[src/hw/rtl/circular_deque_buffer_assert.svh]
// ---------------------------------------------------------------------------
// Assertion macros for the circular deque buffer.
// Each macro checks a property on the rising clock edge with reset masking.
// ---------------------------------------------------------------------------
`ifndef CIRCULAR_DEQUE_BUFFER_ASSERT_SVH
`define CIRCULAR_DEQUE_BUFFER_ASSERT_SVH

// The consequent must hold in the same cycle as the antecedent.
`define CDB_ASSERT_SAME(label, clk, rst, ante, cons) \
   label: assert property (@(posedge clk) disable iff (rst) (ante) |-> (cons)) \
      else $error("circular deque buffer: same-cycle check failed");

// The consequent must hold in the cycle after the antecedent.
`define CDB_ASSERT_NEXT(label, clk, rst, ante, cons) \
   label: assert property (@(posedge clk) disable iff (rst) (ante) |=> (cons)) \
      else $error("circular deque buffer: next-cycle check failed");

`endif

[src/hw/rtl/cdb_pkg.sv]
// ---------------------------------------------------------------------------
// Circular deque buffer package
// Shared sizes, codes, payload layouts and helper functions.
// ---------------------------------------------------------------------------
package cdb_pkg;

   // Store geometry.
   localparam int DEPTH   = 128;
   localparam int DATA_W  = 32;
   localparam int IDX_W   = (DEPTH > 1) ? $clog2(DEPTH) : 1;
   localparam int FIELD_W = 32;

   typedef logic [IDX_W-1:0]  idx_type;
   typedef logic [DATA_W-1:0] word_type;

   // Operation codes carried in the request.
   typedef enum logic [1:0] {
      ACT_PUSH_FRONT = 2'd0,
      ACT_PUSH_REAR  = 2'd1,
      ACT_POP_HEAD   = 2'd2,
      ACT_NOP        = 2'd3
   } action_type;

   // Status codes returned in the response.
   typedef enum logic [1:0] {
      STS_DONE  = 2'd0,
      STS_FULL  = 2'd1,
      STS_EMPTY = 2'd2
   } status_type;

   // Control sequencer states.
   typedef enum logic {
      S_IDLE,
      S_READ
   } state_type;

   // Request layout, lowest bits last in the list.
   typedef struct packed {
      logic [5:0]         pad;
      logic [FIELD_W-1:0] value;
      logic [1:0]         action;
   } req_type;

   // Response layout, lowest bits last in the list.
   typedef struct packed {
      logic [3:0]         pad;
      logic               is_full;
      logic               is_empty;
      logic [FIELD_W-1:0] rear_value;
      logic [FIELD_W-1:0] front_value;
      logic [1:0]         status;
   } rsp_type;

   // Advance an index with wrap-around.
   function automatic idx_type idx_next(idx_type i);
      return (i == IDX_W'(DEPTH - 1)) ? '0 : idx_type'(i + 1'b1);
   endfunction

   // Step an index back with wrap-around.
   function automatic idx_type idx_prev(idx_type i);
      return (i == '0) ? IDX_W'(DEPTH - 1) : idx_type'(i - 1'b1);
   endfunction

   // Sign-extend or trim an input field to the stored word width.
   function automatic word_type to_word(logic [FIELD_W-1:0] v);
      return DATA_W'($signed(v));
   endfunction

   // Sign-extend or trim a stored word to the output field width.
   function automatic logic [FIELD_W-1:0] to_field(word_type w);
      return FIELD_W'($signed(w));
   endfunction

endpackage

[src/hw/rtl/cdb_rsp_buf.sv]
// ---------------------------------------------------------------------------
// Circular deque buffer response stage
// Output register plus a skid entry, so a new request can be taken while
// a finished response is still waiting at the port.
// ---------------------------------------------------------------------------
module cdb_rsp_buf (
   input  logic            clock,
   input  logic            reset,
   input  logic            push,
   input  cdb_pkg::rsp_type push_data,
   output logic            room,
   output logic            rsp_tvalid,
   input  logic            rsp_tready,
   output cdb_pkg::rsp_type rsp_tdata
);

   logic             main_valid_ff, main_valid_in;
   logic             hold_valid_ff, hold_valid_in;
   cdb_pkg::rsp_type main_data_ff, main_data_in;
   cdb_pkg::rsp_type hold_data_ff, hold_data_in;
   logic             drain;

   assign drain = main_valid_ff && rsp_tready;

   // Refill the output register from the skid entry or the new response.
   always_comb begin
      main_valid_in = main_valid_ff;
      hold_valid_in = hold_valid_ff;
      main_data_in  = main_data_ff;
      hold_data_in  = hold_data_ff;
      if (!main_valid_ff || drain) begin
         if (hold_valid_ff) begin
            main_data_in  = hold_data_ff;
            main_valid_in = 1'b1;
            hold_valid_in = push;
            hold_data_in  = push_data;
         end else begin
            main_valid_in = push;
            main_data_in  = push_data;
         end
      end else if (push) begin
         hold_valid_in = 1'b1;
         hold_data_in  = push_data;
      end
   end

   // Valid flags.
   always_ff @(posedge clock) begin
      if (reset) begin
         main_valid_ff <= 1'b0;
         hold_valid_ff <= 1'b0;
      end else begin
         main_valid_ff <= main_valid_in;
         hold_valid_ff <= hold_valid_in;
      end
   end

   // Payload registers.
   always_ff @(posedge clock) begin
      main_data_ff <= main_data_in;
      hold_data_ff <= hold_data_in;
   end

   assign room       = !hold_valid_ff;
   assign rsp_tvalid = main_valid_ff;
   assign rsp_tdata  = main_data_ff;

endmodule

[config.mk]
export PLATFORM = sky130hd
export DESIGN_NAME = cdb_rsp_buf
export DESIGN_NICKNAME = d
export VERILOG_FILES = /design/src/hw/rtl/circular_deque_buffer_assert.svh /design/src/hw/rtl/cdb_pkg.sv /design/src/hw/rtl/cdb_rsp_buf.sv
export SDC_FILE = /design/constraint.sdc
export NUM_CORES = 1
export LEC_CHECK = 0
export BUFFER_PORTS_ARGS = -buffer_cell sky130_fd_sc_hd__buf_4
export CAP_MARGIN = 25
export CELL_PAD_IN_SITES_DETAIL_PLACEMENT = 1
export CELL_PAD_IN_SITES_GLOBAL_PLACEMENT = 1
export CORE_MARGIN = 5
export CORE_UTILIZATION = 32
export DETAILED_ROUTE_END_ITERATION = 10
export PLACE_DENSITY_LB_ADDON = 0.2
export RECOVER_POWER = 50
export SETUP_SLACK_MARGIN = 0.1
export SYNTH_ARGS = -nofsm -noshare
export SYNTH_HDL_FRONTEND = slang
export SYNTH_SLANG_ARGS = --single-unit
[constraint.sdc]
create_clock -name clock -period 4.8 [get_ports clock]
set_input_delay 0.96 -clock clock [delete_from_list [all_inputs] [get_ports clock]]
set_output_delay 0.96 -clock clock [all_outputs]
set_load 0.01 [all_outputs]
==> results by group <==
GRT
  • Busiest grt layer: met2
  • Largest net degree at the start of global routing: 50
  • Vias in the first global route: 3135
  • M2 GR Usage: 17.9%
  • M3 GR Usage: 5.11%
  • Initial antenna violation count: 0
  • Grt met1 use: 13.5%
  • First-pass GRT wire length: 17100 µm
  • Total grt overflow: 0
  • Overall routing resource usage: 11.3%

Cells and area
  • Cell Count, Final, Fillers Out: 632
  • P&R area growth vs syn: 26.8%
  • Fraction of layout cells with a size suffix above 1: 32.0%
  • Number of diodes: 0
  • Nets: 475
  • Most common cell after layout, fill and taps aside: edfxtp_1
  • Most frequent cells in the layout: 144 x edfxtp_1, 116 x clkbuf_1, 39 x mux2_4

Worst setup path
  • Critical-path cell list: inv_1 > buf_4
  • CP required: 3.84 ns
  • Worst-path maximum fanout: 30
  • Crit-path slowest cell: dfxtp_1
  • Arrival @ worst endpoint: 2.13 ns
  • Largest delay share family, worst path: flip-flops
  • CP max stage delay: 1.22 ns
  • Startpoint types: flip-flop
  • Buffer and inverter count on the worst path: 2
  • Worst setup EP type: output port
  • Crit path kind: reg -> out

STA
  • Min Tclk post-route: 3.09 ns
  • Max Fclk: 0.324 GHz
  • Final Skew: 0.00657 ns
  • TNS Setup: 0 ns
  • Final count of hold timing violations: 0
  • Pins Over Slew Limit: 0
  • Slew headroom: 9.94%
  • Final setup violation count: 0
  • Worst-Margin Slew: 1.35 ns
  • Crit share post-route: 64.3%
  • RSZ-0062 raised after global routing: false

Synth
  • Synth Register Bits: 146
  • Sequential fraction of the synthesis area: 79.8%
  • Syn Nets: 311
  • Post-synthesis cell count: 235
  • Library cells used by synthesis: 14
  • Ys Warns: 0
  • Syn_area_per_cell: 23.3 µm²
  • Syn Std Cell Area: 5470 µm²

Hold path
  • Min-delay worst type: reg -> reg

Clock tree
  • CTS Root Cell: clkbuf_16
  • Clock latency on the worst-skew pair: 0.41 ns
  • Postcts setup bufs: 0
  • Clock sinks: 146
  • H-tree levels: 4
  • Worst-path clk slew: 0.06 ns
  • CTS Buf Count: 17
  • # resized after CTS: 0
  • Clock Path Buffers: 2
  • CTS tree: yes
  • Cts hold-fix bufs: 0

Drt
  • Residual DRC count: 0
  • Final ANT Viol Nets: 0
  • Drt pass-1 iters: 4
  • Iter 0 DRT Violations: 202
  • DR vias/cell: 4.33
  • WL per Instance: 17.5 µm
  • Routed vias: 2738
  • WL final: 11100 µm

Place
  • Port bufs: 149
  • DP HPWL: 7530 µm
  • DP Cell Count: 600
  • GP Congestion: 0.706

Status
  • Status: finished clean

Die
  • Core box area: 16700 µm²
  • I/O pins: 150
  • Initial core utilization: 32.8%
  • Die Y: 141 µm
  • Die Area: 19800 µm²
  • Die extent in x: 141 µm
  • Placement row count: 47

Power and ir drop
  • Leakage: 2.41 nW
  • Pwr Total: 2.96 mW
  • Pwr Density: 427 nW/µm²
  • Max VDD drop: 0.230 mV

Flow run
  • Max-cap violations: 0
report_power, final:
group	leakage, nW	internal [mW]	switching [mW]
logic	0.725	0.0931	0.109
registers	1.42	1.49	0.0256
clock network	0.265	0.754	0.491
total	2.41	2.34	0.626
flip-flops by register name, summed over array words and instances, names as in the netlist:
| register | cells |
|---|---|
| hold_valid_ff | 1 |
| hold_data_ff | 72 |
| rsp_tdata | 72 |
| rsp_tvalid | 1 |
worst paths after layout:
| kind | from | endpoint | slack (ns) | depth (start not counted) |
|---|---|---|---|---|
| setup / recovery | hold_valid_ff | room | 1.71 | 2 |
| hold / removal | hold_data_ff[63] | rsp_tdata[63] | 0.54 | 1 |
| setup reg to reg | hold_valid_ff | hold_data_ff[21] | 2.00 | 3 |
| hold reg to reg | hold_data_ff[63] | rsp_tdata[63] | 0.54 | 1 |
cell families (layout without fill, tap and decap cells):
family | after synthesis | count (layout) | synth area share (%)
flip-flops | 146 | 146 | 79.8
multiplexers | 72 | 72 | 18.0
buffers and inverters | 10 | 187 | 1.56
AND/OR/NAND/NOR | 4 | 4 | 0.343
AO/OA/AOI/OAI | 3 | 3 | 0.274
layer usage:
metal	share of wire (%)	vias to the layer above
met1	43	1359
met3	8.4	12
met2	48	105
met5	0	-
li1	-	1262
met4	0.94	0
Yosys cell counts, drive strengths merged:
master / n / area [µm²]
a21oi: 1 / 5.00
buf: 8 / 77.6
inv: 2 / 7.50
nand2: 1 / 3.75
nor3: 1 / 5.00
nor2b: 1 / 6.26
o21ai: 2 / 10.0
mux2: 72 / 987
dfxtp: 2 / 40.0
edfxtp: 144 / 4320
nor2: 1 / 3.75
stage by stage:
| step | worst slack (ns) | utilization (%) | cell area (µm²) | hold WS (ns) |
|---|---|---|---|---|
| after CTS | 2.34 | 44.3 | 7400 | 0.549 |
| after global placement | 1.71 | 40.9 | 6830 | 0.530 |
| after global routing | 1.53 | 41.5 | 6940 | 0.559 |
| after detailed placement | 1.89 | 41.0 | 6850 | 0.534 |
| after floorplan | 1.43 | - | 5470 | 0.523 |
| final | 1.71 | 41.5 | 6940 | 0.536 |
worst register-to-register path, cell delays in order, from the launching register on:
cell,delay [ns]
dfxtp_1,1.22
inv_1,0.26
o21ai_4,0.41
buf_4,0.51
layout make-up:
class / count / area, µm²
flip-flops and latches: 146 / 4360
inverters: 2 / 8.76
clock buffers: 19 / 433
multi-input cells: 79 / 1000
repair buffers: 153 / 733
clock inverters: 13 / 119
well taps: 220 / 275
fillers: 1695 / 9770
Power figures use the tool's default switching activity.
